==> src/distinct_window_marker_detector_unit_assert.svh <==
// ----------------------------------------------------------------------------
// Assertion macros for the distinct window marker detector
// Clocked on clk_i, disabled while rst_ni is low.
// ----------------------------------------------------------------------------
`ifndef DISTINCT_WINDOW_MARKER_DETECTOR_UNIT_ASSERT_SVH
`define DISTINCT_WINDOW_MARKER_DETECTOR_UNIT_ASSERT_SVH

// same-cycle implication
`define DWMD_ASSERT_NOW(lbl, ante, cons, msg) \
  lbl: assert property (@(posedge clk_i) disable iff (!rst_ni) (ante) |-> (cons)) \
    else $error(msg);

// next-cycle implication
`define DWMD_ASSERT_NEXT(lbl, ante, cons, msg) \
  lbl: assert property (@(posedge clk_i) disable iff (!rst_ni) (ante) |=> (cons)) \
    else $error(msg);

`endif

==> src/dwmd_pkg.sv <==
// ----------------------------------------------------------------------------
// dwmd_pkg
// Shared types and constants of the distinct window marker detector.
// ----------------------------------------------------------------------------
`default_nettype none

package dwmd_pkg;

  localparam int unsigned SYM_BITS   = 8;
  localparam int unsigned SYM_COUNT  = 256;
  localparam int unsigned WLEN_BITS  = 4;
  localparam logic [3:0]  WLEN_RESET = 4'd4;
  localparam int unsigned POS_BITS   = 24;
  localparam logic [23:0] POS_MAX    = 24'hFF_FFFF;
  // stamp modulus 64 exceeds twice the largest supported window
  localparam int unsigned STAMP_BITS = 6;

  typedef logic [SYM_BITS-1:0]   sym_t;
  typedef logic [STAMP_BITS-1:0] stamp_t;

  // last-seen table read result
  typedef struct packed {
    logic   hit;
    stamp_t stamp;
  } hist_rd_t;

  // last-seen table write request
  typedef struct packed {
    logic   en;
    sym_t   sym;
    stamp_t stamp;
  } hist_wr_t;

  // one result transaction
  typedef struct packed {
    logic                marker;
    logic [POS_BITS-1:0] pos;
    logic                already;
  } res_t;

endpackage

`default_nettype wire

==> src/distinct_window_marker_detector_unit.sv <==
// ----------------------------------------------------------------------------
// distinct_window_marker_detector_unit
// Flags the first byte at which the trailing window_len bytes all differ.
// ----------------------------------------------------------------------------
//
//  channel   handshake           payload
//  input     valid_i / stall_o   symbol_i, restart_i
//  output    valid_o / stall_i   marker_found_o, position_o, already_found_o
//  config    cfg_we_i            cfg_wdata_i (window_len)
//
//  One transaction per cycle sustained while the output is not stalled; an input
//  is registered with its table read, then its check into the output register.
//  The rate is set by the last-seen table, read once and written once per cycle.
//  Reset clears the stream state and sets window_len to 4; no clearing pass.
//  Stalls back up one stage at a time: input is taken while a result waits
//  as long as the check stage is free.
//
`default_nettype none

module distinct_window_marker_detector_unit #(
  parameter int unsigned WINDOW_MAX = 14,
  parameter int unsigned COUNT_BITS = 24
) (
  input  wire                                 clk_i,
  input  wire                                 rst_ni,
  input  wire                                 cfg_we_i,
  input  wire  [dwmd_pkg::WLEN_BITS-1:0]      cfg_wdata_i,
  input  wire                                 valid_i,
  output logic                                stall_o,
  input  wire  [dwmd_pkg::SYM_BITS-1:0]       symbol_i,
  input  wire                                 restart_i,
  output logic                                valid_o,
  input  wire                                 stall_i,
  output logic                                marker_found_o,
  output logic [dwmd_pkg::POS_BITS-1:0]       position_o,
  output logic                                already_found_o
);

`include "distinct_window_marker_detector_unit_assert.svh"

  // window length register
  logic [dwmd_pkg::WLEN_BITS-1:0] wlen_q;

  always_ff @(posedge clk_i or negedge rst_ni) begin
    if (!rst_ni) begin
      wlen_q <= dwmd_pkg::WLEN_RESET;
    end else if (cfg_we_i) begin
      wlen_q <= cfg_wdata_i;
    end
  end

  // handshake and stage control
  logic out_ready, s1_adv, s1_free, in_acc;
  logic s1_valid_q, s1_valid_d;
  logic out_valid_q, out_valid_d;

  dwmd_pkg::sym_t   s1_sym_q;
  logic             s1_restart_q;
  dwmd_pkg::stamp_t s1_stamp_q;
  dwmd_pkg::stamp_t stamp_q;

  dwmd_pkg::hist_rd_t hist_rd;
  dwmd_pkg::hist_wr_t hist_wr;
  dwmd_pkg::res_t     res, out_q;

  always_comb begin
    out_ready   = !out_valid_q || !stall_i;
    s1_adv      = s1_valid_q && out_ready;
    s1_free     = !s1_valid_q || out_ready;
    in_acc      = valid_i && s1_free;
    stall_o     = !s1_free;
    s1_valid_d  = in_acc || (s1_valid_q && !s1_adv);
    out_valid_d = s1_adv || (out_valid_q && stall_i);
  end

  always_ff @(posedge clk_i or negedge rst_ni) begin
    if (!rst_ni) begin
      s1_valid_q  <= 1'b0;
      out_valid_q <= 1'b0;
      stamp_q     <= '0;
    end else begin
      s1_valid_q  <= s1_valid_d;
      out_valid_q <= out_valid_d;
      // advance the occurrence stamp once per transaction
      if (in_acc) begin
        stamp_q <= stamp_q + dwmd_pkg::stamp_t'(1);
      end
    end
  end

  // hold the check stage payload until it moves on
  always_ff @(posedge clk_i) begin
    if (in_acc) begin
      s1_sym_q     <= symbol_i;
      s1_restart_q <= restart_i;
      s1_stamp_q   <= stamp_q;
    end
    if (s1_adv) begin
      out_q <= res;
    end
  end

  // look up where this byte was last seen
  dwmd_hist_mem u_hist (
    .clk_i    (clk_i),
    .rst_ni   (rst_ni),
    .rd_en_i  (in_acc),
    .rd_sym_i (symbol_i),
    .wr_i     (hist_wr),
    .rd_o     (hist_rd)
  );

  // update the distinct run and decide the marker
  dwmd_scan #(
    .WINDOW_MAX (WINDOW_MAX),
    .COUNT_BITS (COUNT_BITS)
  ) u_scan (
    .clk_i     (clk_i),
    .rst_ni    (rst_ni),
    .adv_i     (s1_adv),
    .sym_i     (s1_sym_q),
    .restart_i (s1_restart_q),
    .stamp_i   (s1_stamp_q),
    .wlen_i    (wlen_q),
    .rd_i      (hist_rd),
    .wr_o      (hist_wr),
    .res_o     (res)
  );

  assign valid_o         = out_valid_q;
  assign marker_found_o  = out_q.marker;
  assign position_o      = out_q.pos;
  assign already_found_o = out_q.already;

  // a marker is never reported on a stream that already had one
  `DWMD_ASSERT_NOW(a_marker_once, valid_o && marker_found_o, !already_found_o, "marker repeated")
  // every result counts at least its own byte
  `DWMD_ASSERT_NOW(a_pos_nonzero, valid_o, position_o != '0, "position zero")
  // a blocked check stage keeps its transaction
  `DWMD_ASSERT_NEXT(a_s1_hold, s1_valid_q && !s1_adv,
                    s1_valid_q && $stable(s1_sym_q) && $stable(s1_stamp_q), "check stage lost")

endmodule

`default_nettype wire

==> src/dwmd_hist_mem.sv <==
// ----------------------------------------------------------------------------
// dwmd_hist_mem
// Last-seen table: per byte value, the stamp of its latest occurrence.
// One read and one write per cycle, registered read with write bypass.
// ----------------------------------------------------------------------------
`default_nettype none

module dwmd_hist_mem (
  input  wire               clk_i,
  input  wire               rst_ni,
  input  wire               rd_en_i,
  input  dwmd_pkg::sym_t    rd_sym_i,
  input  dwmd_pkg::hist_wr_t wr_i,
  output dwmd_pkg::hist_rd_t rd_o
);

  dwmd_pkg::stamp_t            mem_q [dwmd_pkg::SYM_COUNT];
  logic [dwmd_pkg::SYM_COUNT-1:0] written_q;
  dwmd_pkg::hist_rd_t          rd_q;

  always_ff @(posedge clk_i) begin
    if (wr_i.en) begin
      mem_q[wr_i.sym] <= wr_i.stamp;
    end
  end

  always_ff @(posedge clk_i or negedge rst_ni) begin
    if (!rst_ni) begin
      written_q <= '0;
    end else if (wr_i.en) begin
      written_q[wr_i.sym] <= 1'b1;
    end
  end

  // forward a write to the same entry in the same cycle
  always_ff @(posedge clk_i) begin
    if (rd_en_i) begin
      if (wr_i.en && (wr_i.sym == rd_sym_i)) begin
        rd_q.hit   <= 1'b1;
        rd_q.stamp <= wr_i.stamp;
      end else begin
        rd_q.hit   <= written_q[rd_sym_i];
        rd_q.stamp <= mem_q[rd_sym_i];
      end
    end
  end

  assign rd_o = rd_q;

endmodule

`default_nettype wire

==> src/dwmd_scan.sv <==
// ----------------------------------------------------------------------------
// dwmd_scan
// Stream state and window check: tracks the longest all-distinct suffix
// from the distance to each byte's previous occurrence.
// ----------------------------------------------------------------------------
`default_nettype none

module dwmd_scan #(
  parameter int unsigned WINDOW_MAX = 14,
  parameter int unsigned COUNT_BITS = 24
) (
  input  wire                              clk_i,
  input  wire                              rst_ni,
  input  wire                              adv_i,
  input  dwmd_pkg::sym_t                   sym_i,
  input  wire                              restart_i,
  input  dwmd_pkg::stamp_t                 stamp_i,
  input  wire  [dwmd_pkg::WLEN_BITS-1:0]   wlen_i,
  input  dwmd_pkg::hist_rd_t               rd_i,
  output dwmd_pkg::hist_wr_t               wr_o,
  output dwmd_pkg::res_t                   res_o
);

  localparam int unsigned FW = $clog2(WINDOW_MAX + 1);
  localparam int unsigned IW = $clog2(WINDOW_MAX);
  localparam int unsigned CW = (COUNT_BITS > dwmd_pkg::POS_BITS) ? COUNT_BITS
                                                                 : dwmd_pkg::POS_BITS;

  dwmd_pkg::sym_t         recent_q [WINDOW_MAX];
  logic [FW-1:0]          fill_q, fill_d, fill_eff;
  logic [FW-1:0]          run_q, run_d, run_eff;
  logic [COUNT_BITS-1:0]  count_q, count_d, count_eff;
  logic                   found_q, found_d, found_eff;

  dwmd_pkg::stamp_t gap;
  logic [IW-1:0]    idx;
  logic             prev_ok;
  logic [FW:0]      run_inc, run_cap;
  logic [FW-1:0]    n_eff;
  logic             marker;
  logic [CW-1:0]    cnt_w;

  always_comb begin
    // restart drops the stream state before this byte is taken
    fill_eff  = restart_i ? '0 : fill_q;
    run_eff   = restart_i ? '0 : run_q;
    count_eff = restart_i ? '0 : count_q;
    found_eff = restart_i ? 1'b0 : found_q;

    gap = stamp_i - rd_i.stamp;
    idx = IW'(gap - dwmd_pkg::stamp_t'(1));
    // a stale stamp may alias, so confirm against the history itself
    prev_ok = rd_i.hit && (gap != '0) && (gap <= dwmd_pkg::stamp_t'(fill_eff)) &&
              (recent_q[idx] == sym_i);

    run_inc = {1'b0, run_eff} + (FW+1)'(1);
    run_cap = prev_ok ? (FW+1)'(gap) : (FW+1)'(WINDOW_MAX);
    run_d   = (run_inc < run_cap) ? run_inc[FW-1:0] : run_cap[FW-1:0];

    fill_d  = (fill_eff < FW'(WINDOW_MAX)) ? fill_eff + FW'(1) : fill_eff;
    count_d = (count_eff == '1) ? count_eff : count_eff + COUNT_BITS'(1);

    if (wlen_i == '0) begin
      n_eff = FW'(1);
    end else if (int'(wlen_i) > WINDOW_MAX) begin
      n_eff = FW'(WINDOW_MAX);
    end else begin
      n_eff = FW'(wlen_i);
    end

    marker  = !found_eff && (run_d >= n_eff);
    found_d = found_eff || marker;

    cnt_w = CW'(count_d);
    res_o.marker  = marker;
    res_o.already = found_eff;
    res_o.pos     = (cnt_w > CW'(dwmd_pkg::POS_MAX)) ? dwmd_pkg::POS_MAX
                                                     : cnt_w[dwmd_pkg::POS_BITS-1:0];

    wr_o.en    = adv_i;
    wr_o.sym   = sym_i;
    wr_o.stamp = stamp_i;
  end

  always_ff @(posedge clk_i or negedge rst_ni) begin
    if (!rst_ni) begin
      fill_q  <= '0;
      run_q   <= '0;
      count_q <= '0;
      found_q <= 1'b0;
    end else if (adv_i) begin
      fill_q  <= fill_d;
      run_q   <= run_d;
      count_q <= count_d;
      found_q <= found_d;
    end
  end

  // newest byte at entry 0
  always_ff @(posedge clk_i) begin
    if (adv_i) begin
      recent_q[0] <= sym_i;
      for (int i = 1; i < WINDOW_MAX; i++) begin
        recent_q[i] <= recent_q[i-1];
      end
    end
  end

endmodule

`default_nettype wire

==> config.mk <==
export PLATFORM = sky130hd
export DESIGN_NAME = distinct_window_marker_detector_unit
export DESIGN_NICKNAME = d
export VERILOG_FILES = /design/src/dwmd_pkg.sv /design/src/distinct_window_marker_detector_unit.sv /design/src/dwmd_hist_mem.sv /design/src/dwmd_scan.sv
export VERILOG_INCLUDE_DIRS = /design/src /design/src/src
export SDC_FILE = /design/constraint.sdc
export NUM_CORES = 2
export LEC_CHECK = 0
export BUFFER_PORTS_ARGS = -buffer_cell sky130_fd_sc_hd__buf_2
export CAP_MARGIN = 20
export CORE_MARGIN = 1
export CORE_UTILIZATION = 40
export DETAILED_ROUTE_END_ITERATION = 12
export PLACE_DENSITY = 0.63
export SYNTH_ARGS = -nofsm -noshare
export SYNTH_HDL_FRONTEND = slang
export SYNTH_SLANG_ARGS = --single-unit
==> constraint.sdc <==
create_clock -name clk_i -period 26.6 [get_ports clk_i]
set_input_delay 5.32 -clock clk_i [delete_from_list [all_inputs] [get_ports clk_i]]
set_output_delay 5.32 -clock clk_i [all_outputs]
set_load 0.02 [all_outputs]
==> flow_summary.json <==
{
  "timing.fmax_mhz": 90.60,
  "clockRootBuffer": "clkbuf_16",
  "drc": 0,
  "final_hold_viol_count": 0,
  "power.total_mw": 7.260,
  "grt_antenna_before_repair": 14,
  "hold_path_endpoint": "u_scan.recent_q[2][0]$_DFFE_PP_",
  "stdcell_count": 6730,
  "number_of_stages_on_the_worst_hold_path": 0,
  "grt_max_degree": 259,
  "rr_startpoint": "s1_stamp_q[0]$_DFFE_PP_",
  "place.detailed.hpwl_um": 105600,
  "routed_wire_length_per_instance_um": 26.79,
  "count_of_port_buffers_added_during_placement": 45,
  "synth.lib_cells_used.distinct": 61,
  "r2r_end": "marker_found_o$_DFFE_PP_",
  "clock_skew_ns": 0.05069,
  "worstRegToRegCells": 24,
  "filler_cell_count": 16261,
  "grt_first_pass_wirelength_um": 266000,
  "final_min_period_over_clock_period_pct": 41.49,
  "totalNegativeSetupSlack_ns": 0,
  "post_drt_via_cell_ratio": 5.550,
  "gr-total-overflow": 0,
  "clk_slew_on_worst_s_h_paths_ns": 0.06,
  "ios": 46,
  "rsz0062_at_grt": "no",
  "final_net_count": 3968,
  "cellLeakagePower_nw": 30.19,
  "seq_area_frac_synth_pct": 74.09,
  "min-delay-start": "u_scan.recent_q[1][0]$_DFFE_PP_",
  "tritoncts_clock_tree": "done",
  "cts-root-to-sink-buffers": 3,
  "holdCritPathClass": "register to register",
  "tightestPinTransition_ns": 1.134,
  "worstSkewPairLatency_ns": 0.84,
  "finalCriticalPeriod_ns": 11.04,
  "ant_nets": 0,
  "slew_headroom_pct": 24.40,
  "maxCapViolations": 0,
  "dr.first_iter.drc_count": 3745,
  "sequential_cell_area_um2": 58460,
  "max-vdd-ir-drop_v": 0.00005669,
  "cts_post_setup_buffers_inserted": 0,
  "criticalPathCategory": "input pin to output pin",
  "h-tree-depth": 4,
  "maxSlewViolCount": 0,
  "place_congestion": 0.7891,
  "floorplan.die.height_um": 446.1,
  "post_route_cells_drive_above_1_share_pct": 32.20,
  "worstSetupStartpointType": "input pin",
  "floorplan.rows": 162,
  "initial_utilization_pct": 40.38,
  "layout-area-overhead-vs-synth_pct": 12.85,
  "grt_pass1_vias": 38080,
  "synth_area_um2": 78900,
  "cp.required_ns": 21.28,
  "yosys_register_bits": 1997,
  "finalSetupViolCount": 0,
  "route.vias.total": 37351,
  "die_area_um2": 199000,
  "synth_flop_cell": "edfxtp_1",
  "final_util_pct": 45.57,
  "outcome": "complete, no violations",
  "path_max_fanout": 3,
  "core-area_um2": 195400,
  "cts_buffers": 200,
  "combined_global_route_utilization_of_all_metal_layers_pct": 18.28,
  "final_common_cell": "edfxtp_1",
  "synth_async_sr_flop_share_pct": 15.07,
  "clock_sink_count": 1997,
  "powerDensity_nw_per_um2": 81.53,
  "multi_input_comb_area_um2": 19560,
  "synth-edff-count": 1696,
  "setup.worst_path.end_class": "output pin",
  "mostFrequentLayoutCells": "edfxtp_1 (1696), mux4_2 (619), nor2_1 (302)",
  "cts.hold.buffers_added": 0,
  "postSynthNetCount": 3881,
  "die-width_um": 446.1,
  "placed_cells": 6349,
  "yosysWarningCount": 0,
  "postRouteWirelength_um": 180300,
  "first_pass_iters": 8,
  "timing.critical_path.arrival_ns": 5.72,
  "post_cts_resize_count": 0,
  "syn-instance-count": 3841,
  "setup.reg_to_reg.worst_slack_ns": 19.18,
  "post_synth.cell_area_avg_um2": 20.54
}
cell usage after synthesis, drive strengths merged (2+ instances only):
cell,instances,area (um^2)
nand2,94,352.8
a21oi,19,95.09
o31ai,20,180.2
xor2,24,217.7
buf,75,296.5
o21a,2,15.01
a21o,5,37.54
clkbuf,137,524.3
o211ai,2,15.01
o221ai,2,17.52
or3,3,18.77
dfrtp,300,7507
nor4,5,31.28
or4,8,60.06
nor2b,21,131.4
a211oi,2,15.01
and4,4,35.03
edfxtp,1696,50930
nor3,14,70.07
mux2,12,142.6
xnor2,18,157.7
o21ai,25,125.1
o32ai,2,17.52
nand4b,2,17.52
o22ai,2,12.51
a31oi,3,18.77
o22a,2,17.52
nand2b,12,75.07
and3,11,83.83
nand4,17,106.4
mux4,619,13940
nor2,303,1145
nand3,40,200.2
or2,265,1660
ha,21,262.8
inv,29,111.4
mux2i,11,110.1
critical path, cell delays in order:
cell     delay, ns
buf_2         0.09
nand3_1       0.09
inv_1         0.06
buf_2         0.15
kinds of logic (layout without fill, tap and decap cells):
| logic type | Yosys count | after routing | synth area share (%) |
|---|---|---|---|
| flops | 1997 | 1997 | 74.09 |
| fa+ha+maj | 22 | 22 | 0.3584 |
| simple gates | 802 | 802 | 5.084 |
| compound gates | 93 | 93 | 0.8072 |
| xor+xnor | 42 | 42 | 0.4757 |
| other cells | 1 | 2 | 0.004753 |
| buf+inv | 242 | 506 | 1.186 |
| mux | 642 | 642 | 17.99 |
registers in the layout, indices dropped and copies added, names as in the netlist:
| name | cells |
|---|---|
| u_hist.mem_q | 1536 |
| u_hist.written_q | 256 |
| u_scan.recent_q | 112 |
| position_o | 24 |
| u_scan.count_q | 24 |
| s1_sym_q | 8 |
| u_hist.rd_o | 7 |
| s1_stamp_q | 6 |
| stamp_q | 6 |
| u_scan.fill_q | 4 |
| u_scan.run_q | 4 |
| wlen_q | 4 |
| already_found_o | 1 |
| marker_found_o | 1 |
| s1_restart_q | 1 |
| s1_valid_q | 1 |
| u_scan.found_q | 1 |
| valid_o | 1 |
layer usage:
| layer | track usage (%) | vias up | share of wire [%] |
|---|---|---|---|
| met5 | 0 | - | 0.0067 |
| met4 | 5.340 | 2 | 2.6 |
| met3 | 4.040 | 271 | 7.2 |
| met2 | 28.85 | 1296 | 48 |
| met1 | 25.53 | 20120 | 42 |
| li1 | - | 15662 | - |
metrics by stage:
stage / setup WS, ns / hold slack, ns / instance area (um^2)
2_1_floorplan: 15.70 / 0.4180 / 78900
5_1_grt: 15.48 / 0.4351 / 89040
3_5_place_dp: 15.37 / 0.4281 / 82220
3_3_place_gp: 15.41 / 0.4247 / 82170
4_1_cts: 15.55 / 0.4112 / 89020
6_report: 15.56 / 0.4140 / 89040
layout make-up:
class | instances | area share (%)
clock inverter | 97 | 1.345
multi-input combinational | 1602 | 21.97
sequential | 1997 | 65.66
tap | 2624 | 3.687
clock buffer | 282 | 6.294
inverter | 30 | 0.1349
antenna | 1 | 0.002810
timing repair buffer | 97 | 0.9133
worst max-delay path by stage:
stage / start / slack [ns] / end / cells after the start
after floorplan: stall_i / 15.70 / already_found_o$_DFFE_PP_ / 7
after global placement: symbol_i[0] / 15.41 / u_hist.rd_o[5]$_DFFE_PP_ / 9
after detailed placement: symbol_i[0] / 15.37 / u_hist.rd_o[5]$_DFFE_PP_ / 9
after CTS: stall_i / 15.55 / stall_o / 4
after global routing: stall_i / 15.48 / stall_o / 4
final: stall_i / 15.56 / stall_o / 4
where the power goes:
group	switching, mW	total (mW)	internal (mW)
registers	0.0447	3.65	3.61
logic	0.467	0.738	0.271
clock network	1.20	2.87	1.66
Note: power is estimated with default switching activity, not from simulation.
